**src/hw/rtl/four_level_page_table_walker_unit_macros.svh**
```systemverilog
// Assertion macros for the page table walker RTL top level.
// Define NO_ASSERTIONS to compile every check away.
`ifndef FOUR_LEVEL_PAGE_TABLE_WALKER_UNIT_MACROS_SVH
`define FOUR_LEVEL_PAGE_TABLE_WALKER_UNIT_MACROS_SVH
`ifndef NO_ASSERTIONS
`define PTW_ASSERT_IMP(lbl, clk, rst_n, ante, cons) \
  lbl: assert property (@(posedge clk) disable iff (!rst_n) (ante) |-> (cons)) \
    else $error("page table walker check failed");
`define PTW_ASSERT_NXT(lbl, clk, rst_n, ante, cons) \
  lbl: assert property (@(posedge clk) disable iff (!rst_n) (ante) |=> (cons)) \
    else $error("page table walker check failed");
`else
`define PTW_ASSERT_IMP(lbl, clk, rst_n, ante, cons)
`define PTW_ASSERT_NXT(lbl, clk, rst_n, ante, cons)
`endif
`endif

```
**src/hw/rtl/flptw_pkg.sv**
```systemverilog
// Types, constants and the microcode program of the page table walker.
// Used by the sequencer, the datapath and the top level.
`timescale 1ns / 1ps
package flptw_pkg;

  localparam int MEM_WORDS         = 4096;
  localparam int ENTRIES_PER_TABLE = 512;
  localparam int MEM_AW            = $clog2(MEM_WORDS);
  localparam int IDX_W             = $clog2(ENTRIES_PER_TABLE);
  localparam int PAGE_W            = MEM_AW - IDX_W;
  localparam int TABLE_PAGES       = MEM_WORDS / ENTRIES_PER_TABLE;

  localparam int WORD_W   = 64;
  localparam int WIDX_W   = 12;
  localparam int VA_W     = 48;
  localparam int PA_W     = 52;
  localparam int ROOT_W   = 3;
  localparam int PFN_W    = PA_W - 12;
  localparam int LVL_W    = 2;
  localparam int OFF_4K_W = 12;
  localparam int OFF_2M_W = OFF_4K_W + IDX_W;
  localparam int OFF_1G_W = OFF_2M_W + IDX_W;
  localparam int BIT_PRESENT = 0;
  localparam int BIT_LARGE   = 7;

  localparam logic [LVL_W-1:0] LVL_TOP = 2'd3;
  localparam logic [LVL_W-1:0] LVL_1G  = 2'd2;
  localparam logic [LVL_W-1:0] LVL_2M  = 2'd1;
  localparam logic [LVL_W-1:0] LVL_4K  = 2'd0;

  typedef enum logic [2:0] {
    ST_MAPPED  = 3'd0,
    ST_ABSENT  = 3'd1,
    ST_HIGH    = 3'd2,
    ST_OUTSIDE = 3'd3,
    ST_WRITTEN = 3'd4
  } status_t;

  typedef enum logic [1:0] {
    SZ_4K = 2'd0,
    SZ_2M = 2'd1,
    SZ_1G = 2'd2
  } psize_t;

  typedef enum logic [2:0] {
    S_IDLE = 3'd0,
    S_WR   = 3'd1,
    S_CHK  = 3'd2,
    S_RD   = 3'd3,
    S_EV   = 3'd4
  } step_t;

  typedef enum logic [2:0] {
    OP_IDLE  = 3'd0,
    OP_WRITE = 3'd1,
    OP_START = 3'd2,
    OP_READ  = 3'd3,
    OP_EVAL  = 3'd4
  } op_t;

  typedef enum logic [1:0] {
    C_NEXT     = 2'd0,
    C_DISPATCH = 2'd1,
    C_DONE     = 2'd2
  } cond_t;

  typedef struct packed {
    op_t   op;
    cond_t cond;
    step_t next;
    step_t on_done;
  } ucode_t;

  typedef struct packed {
    op_t op;
  } ctl_t;

  typedef struct packed {
    logic done;
  } dp_stat_t;

  function automatic ucode_t ucode_rom(step_t s);
    ucode_t cw;
    unique case (s)
      S_IDLE:  cw = '{op: OP_IDLE,  cond: C_DISPATCH, next: S_IDLE, on_done: S_IDLE};
      S_WR:    cw = '{op: OP_WRITE, cond: C_NEXT,     next: S_IDLE, on_done: S_IDLE};
      S_CHK:   cw = '{op: OP_START, cond: C_DONE,     next: S_RD,   on_done: S_IDLE};
      S_RD:    cw = '{op: OP_READ,  cond: C_DONE,     next: S_EV,   on_done: S_IDLE};
      S_EV:    cw = '{op: OP_EVAL,  cond: C_DONE,     next: S_RD,   on_done: S_IDLE};
      default: cw = '{op: OP_IDLE,  cond: C_NEXT,     next: S_IDLE, on_done: S_IDLE};
    endcase
    return cw;
  endfunction

endpackage

```
**src/hw/rtl/flptw_seq.sv**
```systemverilog
// Microcode sequencer: step register, control store lookup and branch logic.
// Depends on flptw_pkg.
`timescale 1ns / 1ps
module flptw_seq (
  input  logic                clk,
  input  logic                rst_n,
  input  logic                start,
  input  logic                in_command,
  input  flptw_pkg::dp_stat_t stat,
  output flptw_pkg::ctl_t     ctl,
  output logic                busy
);
  import flptw_pkg::*;

  step_t  step_r;
  step_t  step_nxt;
  ucode_t cw;

  assign cw = ucode_rom(step_r);

  always_comb begin
    step_nxt = cw.next;
    unique case (cw.cond)
      C_DISPATCH: begin
        if (start) begin
          step_nxt = in_command ? S_CHK : S_WR;
        end
      end
      C_DONE: begin
        if (stat.done) begin
          step_nxt = cw.on_done;
        end
      end
      default: step_nxt = cw.next;
    endcase
  end

  always_comb begin
    ctl.op = cw.op;
    busy   = (step_r != S_IDLE);
  end

  always_ff @(posedge clk) begin
    if (!rst_n) begin
      step_r <= S_IDLE;
    end else begin
      step_r <= step_nxt;
    end
  end

endmodule

```
**config.mk**
```make
export PLATFORM = sky130hd
export DESIGN_NAME = flptw_seq
export DESIGN_NICKNAME = d
export VERILOG_FILES = /design/src/hw/rtl/four_level_page_table_walker_unit_macros.svh /design/src/hw/rtl/flptw_pkg.sv /design/src/hw/rtl/flptw_seq.sv
export SDC_FILE = /design/constraint.sdc
export NUM_CORES = 1
export LEC_CHECK = 0
export BUFFER_PORTS_ARGS = -buffer_cell sky130_fd_sc_hd__buf_4
export CELL_PAD_IN_SITES_DETAIL_PLACEMENT = 0
export CELL_PAD_IN_SITES_GLOBAL_PLACEMENT = 1
export CORE_AREA = 2 2 39 41
export CTS_BUF_LIST = sky130_fd_sc_hd__clkbuf_2 sky130_fd_sc_hd__clkbuf_4 sky130_fd_sc_hd__clkbuf_8
export CTS_CLUSTER_SIZE = 30
export DETAILED_ROUTE_END_ITERATION = 12
export DIE_AREA = 0 0 41 43
export HOLD_SLACK_MARGIN = 0.05
export PLACE_DENSITY_LB_ADDON = 0.1
export SLEW_MARGIN = 5
export SYNTH_ARGS = -nofsm -noshare
export SYNTH_HDL_FRONTEND = slang
export SYNTH_SLANG_ARGS = --single-unit
```
**constraint.sdc**
```tcl
create_clock -name clk -period 1.9 [get_ports clk]
set_input_delay 0.38 -clock clk [delete_from_list [all_inputs] [get_ports clk]]
set_output_delay 0.38 -clock clk [all_outputs]
set_load 0.01 [all_outputs]
```
# [After elaboration in Yosys (flattened, before gate mapping)]
# Cells that the tools add are included.
[op_classes] n_addsub=0 multipliers=0 div_mod_pow=0 magnitude_cmp=0 eq_ne=6 shift=0 mux=5 n_bitwise=0 n_reduce_logical=2
[ops] operator="11-bit case mux with 5 select lines" n=1
[ops] operator="3-bit by 2-bit == test with 1-bit output, second input constant" n=2
[ops] operator="3-bit 2-to-1 mux" n=2
[ops] operator="3-bit case mux with 2 select lines" n=1
[ops] operator="3-bit by 1-bit == test with 1-bit output, second input constant" n=1
[ops] operator="3-bit == test, second input constant" n=1
[ops] operator="3-bit logical NOT" n=1
[ops] operator="3-bit nonzero test" n=1
[ops] operator="2-bit by 1-bit == test with 1-bit output, second input constant" n=1
[ops] operator="2-bit == test, second input constant" n=1
[ops] operator="2-bit 2-to-1 mux" n=1
[totals] register_bits=3 latchBits=0 ram_bits=0 romBits=0 input_bits=5 output_inout_bits=4 wordCells=14 mem_count=0

# [Depth between registers and ports, before layout]
# Gate-level depths: netlist (run 1).
[depth] depth_word=4 ltp_mapped=2 ltp_nobuf=2

# [Worst setup path before layout (run 1)]
# OpenSTA, ideal clock, no wires.
[synth_timing] kind="register -> output" from="reg step_r[2]" to="out ctl[2] (netlist name)" t_arrival_ns=0.735 required_time_ns=1.520 slack_ns=0.785 path_stages_with_launch=3 n_path_buf=0 cell_sequence="dfxtp_1 -> inv_1 -> nor3_1"
[synth_lines] item="start, declared" line="flptw_seq.sv:15" rtl="step_t step_r;"
[synth_lines] item="start signal, assigned" line="flptw_seq.sv:47" rtl="step_r <= step_nxt;"
[synth_lines] item="end, declared" line="flptw_seq.sv:10" rtl="output flptw_pkg::ctl_t ctl,"

# [Worst setup path in the final report (run 1)]
[layout_timing] from="reg step_r[2]" to="out busy"
[layout_via] elab_chain_cells=1
[layout_lines] item="3-bit nonzero test" line="flptw_seq.sv:40" rtl="busy = (step_r != S_IDLE);"
[layout_lines] item="end, declared" line="flptw_seq.sv:11" rtl="output logic busy"
# Every way passes these cells.

==> metrics.txt, run 1 <==
outcome=complete, no violations; Internal=approximately 0.18 mW; clock skew=between 0.001 and 0.0015 ns; Die Footprint=~1800 um^2; WL/cell=10.5 um; worst vdd ir=approximately 0.00030 V; PwrDens=roughly 850 nW/um^2; Post-CTS Hold Buffers=0; Yosys cell types=12; switching part of the total=0.209; synthesized area per cell=9.54 um^2; Synth top cells by count=3 x dfxtp_1, 2 x a311oi_1, 2 x nor2b_1; core area=approximately 1400 um^2; Longest Clk Path Bufs=2; Crit. End Element=output port; drc violations=0; first-pass GRT wire length=between 600 and 700 um; total routed wirelength=between 400 and 500 um; most common cell in the netlist=dfxtp_1; initial DRC count=5; crit path max fanout=5; CTS Buf Count=3; GP Congestion=a little under 0.7; worst slack, placed=around 0.64 ns; Ports=9; max_slew headroom=0.825; Yosys top cell by area=dfxtp_1; Largest delay share family, worst path=simple AND/OR/NAND/NOR gates; Net Count, Synth=21; via count=about 160; synth top area cells=dfxtp_1 39%, a311oi_1 11%, nor2b_1 8.2%; part of the Yosys area used for sequential elements=0.393; post-route minimum period=approximately 1.5 ns; IO Port Bufs=8; layout cell share with drive strength beyond 1=0.429; Hold Violations, Final=0; crit path kind=flip-flop to output port; Num Clock Sinks=3; Post-Place Cells=40; final instance count without filler cells=44; min-delay worst type=primary input to flip-flop; Setup TNS=0 ns; die height=43 um; Largest Register=step_r; CTS tree=done; half-perimeter wire length after placement=approximately 360 um; worst-path cell chain=or3_1, buf_4; synth warn=0; Leak Pwr=between 0.1 and 0.15 nW; initial antenna violation count=0; Main synth FF type=dfxtp_1; share of power burned in registers=0.313; Tightest Pin Transition=0.260 ns; Critical-path top delay cell=or3_1; max cap viols=0; final setup vio count=0; top cell type's share of synthesized area=0.393; vias in the first global route=approximately 160; row count=14; GRT Residual Overflow=0; Fmax=0.676 GHz; Mapped Area=153 um^2; Post-synth EDFFs=0; Gate Count Post-Synth=16; detail-routed via count per cell=3.61; largest net degree at the start of global routing=9; P&R area growth vs syn=72.1%; Root Driver=clkbuf_4; CP max stage delay=between 0.3 and 0.4 ns; buffer count from post-CTS setup fixing=0; drt pass-1 iters=2; Post-CTS Resized=0; max reg flops=3; Synth async-reset ratio=0; Final WS setup=between 0.4 and 0.5 ns; largest registers=step_r x3; worst path bufs/invs=1; Worst Path Arrival=about 1.1 ns; Comb pwr share=0.124; switching pwr=~0.047 mW; Ant. Diodes=0; Final #Nets=34; Worst-path clk slew=~0.040 ns; Synth Register Bits=3; Worst Path Required=between 1.5 and 2 ns; Clock power frac=0.563; # H-tree levels=1; ANT nets after route=0; GR Util All Layers=0.0651; Clock Latency Late Sink=between 0.2 and 0.25 ns; RSZ-0062 raised after global routing=false; Die Width=roughly 41 um; Pins Over Slew Limit=0; final worst-path cycle share=0.779; Initial Util=0.110; Setup crit start kind=flip-flop; Power Total=0.223 mW
## metrics by stage
stage           util  area, um^2  hold slack [ns]
2_1_floorplan      -         153            0.517
3_3_place_gp   0.168         233            0.603
3_5_place_dp   0.168         233            0.587
4_1_cts        0.190         263            0.439
5_1_grt        0.190         263            0.447
6_report       0.190         263            0.441
## path summary, 6_finish.rpt
check        cells after the start        end  slack, ns      start
max                              2       busy       0.42  step_r[2]
min                              2  step_r[2]       0.44      rst_n
max reg2reg                      2  step_r[0]       0.75  step_r[1]
min reg2reg                      2  step_r[1]       0.60  step_r[2]
## area by class of cell
cell class,count,area [um^2]
Fill cell,163,1120
Timing Repair Buffer,8,60.1
Sequential cell,3,60.1
Multi-Input combinational cell,12,88.8
Tap cell,16,20.0
Inverter,1,3.75
Clock buffer,4,30.0
## kinds of logic after synthesis
family	after synthesis	synth area share
AOI/OAI and AO/OA	3	0.164
and+or+nand+nor	9	0.418
buffers and inverters	1	0.0246
DFF	3	0.393
## power by group through the flow
| stage | clock, mW | sequential, mW | combinational, mW |
|---|---|---|---|
| after floorplan | 0 | 0.0691 | 0.0123 |
| after global placement | 0 | 0.0710 | 0.0279 |
| after detailed placement | 0 | 0.0707 | 0.0278 |
| after CTS | 0.132 | 0.0698 | 0.0279 |
| after global routing | 0.137 | 0.0701 | 0.0302 |
| final | 0.126 | 0.0697 | 0.0275 |
## routing by layer
layer,part of all wire,GRT usage,routed length (um)
met3,0.089,0.0681,41
met5,0,0,0
met2,0.44,0.0750,201
met4,0,0.0400,0
met1,0.47,0.0703,218
## cells in the final DEF (no fill, tap or decap), drive strengths merged
cell    Yosys  routed
nor2b       2       2
and4b       1       1
a311oi      2       2
nand3b      1       1
buf         0       8
nand2b      1       1
or2b        1       1
dfxtp       3       3
clkbuf      0       4
inv         1       1
o21a        1       1
or3         1       1
or3b        1       1
nor3        1       1
Note: power is estimated with default switching activity, not from simulation.
==> run 2, diff against run 1 <==
- ABC_AREA: default -> 1
- clock period: 1.9 -> 1.5 ns (I/O delays scaled with it)
==> run 2 against run 1 <==
First-iteration DRC count decreased by 40%; utilization increased by 2.2 points; cell count increased by 30%; critical path type unchanged; critical endpoint is now ctl[1]; highest routed layer is now met4.
==> metrics.txt, run 2 <==
RSZ-0062 raised after global routing=false; top cell type's share of synthesized area=0.329; Yosys cell types=11; # H-tree levels=1; crit path max fanout=3; Post-CTS Resized=0; crit path kind=flip-flop to output port; Synth Area in XOR/XNOR=0; max cap viols=0; outcome=complete, no violations; post-route minimum period=1.28 ns; multiplexer share of the synthesized area=0; detail-routed via count per cell=approximately 3.6; half-perimeter wire length after placement=a little under 400 um; Post-synth EDFFs=0; P&R area growth vs syn=60.3%; Reg2Reg Setup Slack=a little under 0.6 ns; final setup vio count=0; fin area=a little under 300 um^2; CTS Buf Count=3; Fillers=roughly 170; synth warn=0; final instance count without filler cells=57; Clock Latency Late Sink=between 0.2 and 0.25 ns; initial DRC count=3; Largest Register=step_r; Ports=9; via count=between 200 and 250; final worst-path cycle share=0.857; Worst-path clk slew=0.04 ns; Post-Place Cells=53; Die Width=between 40 and 50 um; IO Port Bufs=8; Synth Area in Adders=0; vias in the first global route=between 200 and 250; Gate Count Post-Synth=29; GRT Residual Overflow=0; Post-Place Cell Area=roughly 260 um^2; drt pass-1 iters=3; max reg flops=3; Hold Violations, Final=0; Root Driver=clkbuf_4; Worst Path Required=roughly 1.2 ns; Ant. Diodes=0; Initial Util=0.132; buffer count from post-CTS setup fixing=0; Worst Path Arrival=0.98 ns; row count=14; total routed wirelength=~460 um; Synth Register Bits=3; max_slew headroom=0.882; first-pass GRT wire length=655 um; synth top area cells=dfxtp_1 33%, inv_1 12%, nand2_1 12%; CTS tree=done; Power Total=0.337 mW; Mapped Area=~180 um^2; initial antenna violation count=0; part of the Yosys area used for sequential elements=0.329; commonest cells after routing, fill and taps aside=8 x buf_4, 6 x inv_1, 6 x nand2_1, 4 x nor2_1, 4 x clkbuf_4; Yosys top cell by area=dfxtp_1; drc violations=0; Hold WS=approximately 0.24 ns; largest net degree at the start of global routing=4; Longest Clk Path Bufs=2; Synth async-reset ratio=0; WL/cell=approximately 8.0 um; Main synth FF type=dfxtp_1; Simple-Gate Fraction of Synth Area=0.473; largest registers=step_r x3; Num Clock Sinks=3; layout cell share with drive strength beyond 1=0.415; commonest non-fill, non-tap cell in the layout=buf_4; die height=between 40 and 50 um; Synth top cells by count=6 x inv_1, 6 x nand2_1, 4 x nor2_1; Leak Pwr=roughly 0.17 nW; Setup TNS=0 ns; Die Footprint=roughly 1800 um^2; core area=about 1400 um^2; GP Congestion=0.597; Pins Over Slew Limit=0; Final #Nets=between 40 and 50; Fmax=0.778 GHz; worst vdd ir=~0.00034 V; PwrDens=1150 nW/um^2; clock skew=approximately 0.0022 ns; largest family of logic cells by synthesized area=simple AND/OR/NAND/NOR gates; ANT nets after route=0; GR Util All Layers=0.0602; Net Count, Synth=34; Post-CTS Hold Buffers=0; synthesized area per cell=6.30 um^2; Compound-Gate Fraction of Synth Area=0.0548; min-delay worst type=primary input to flip-flop; Tightest Pin Transition=approximately 0.18 ns; Crit. End Element=output port; Setup crit start kind=flip-flop
## run 2: path summary, 6_finish.rpt
kind                            startpoint         to  depth (start not counted)
worst max-delay path             step_r[0]     ctl[1]                          4
worst min-delay path                  stat  step_r[2]                          2
worst max register to register   step_r[0]  step_r[1]                          5
worst min register to register   step_r[0]  step_r[2]                          2
## run 2: area by class of cell
type                    count  area [um^2]  share of cell area
repair buffers              8         60.1               0.205
well taps                  16         20.0              0.0684
flip-flops and latches      3         60.1               0.205
inverters                   7         26.3              0.0897
multi-input cells          19         96.3               0.329
clock buffers               4         30.0               0.103
## run 2: routing by layer
metal / vias to the layer above / track usage / part of all wire
met3: 2 / 0.0314 / 0.075
met1: 86 / 0.0513 / 0.40
met2: 7 / 0.0906 / 0.50
li1: 110 / - / -
met5: - / 0 / 0
met4: 0 / 0.0600 / 0.022
## run 2: critical path, cell delays in order, from the launching register on
cell and delay [ns]:
dfxtp_1 0.38, inv_1 0.09, nand3_2 0.09, nand2_1 0.06, buf_4 0.14
## run 2: cell families (layout without fill, tap and decap cells)
| family | Yosys count | in the layout |
|---|---|---|
| AOI/OAI and AO/OA | 2 | 2 |
| buffers and inverters | 7 | 19 |
| DFF | 3 | 3 |
| and+or+nand+nor | 17 | 17 |
## run 2: per-stage QoR
stage	utilization	setup slack [ns]
final	0.212	0.215
after global routing	0.212	0.160
after CTS	0.212	0.192
after detailed placement	0.190	0.446
after global placement	0.190	0.459
after floorplan	-	0.593
## run 2: report_power, final
part	switching [mW]	internal (mW)	leakage [nW]
sequential	0.00836	0.0870	0.0246
clock	0.0420	0.118	0.0184
combinational	0.0428	0.0395	0.127
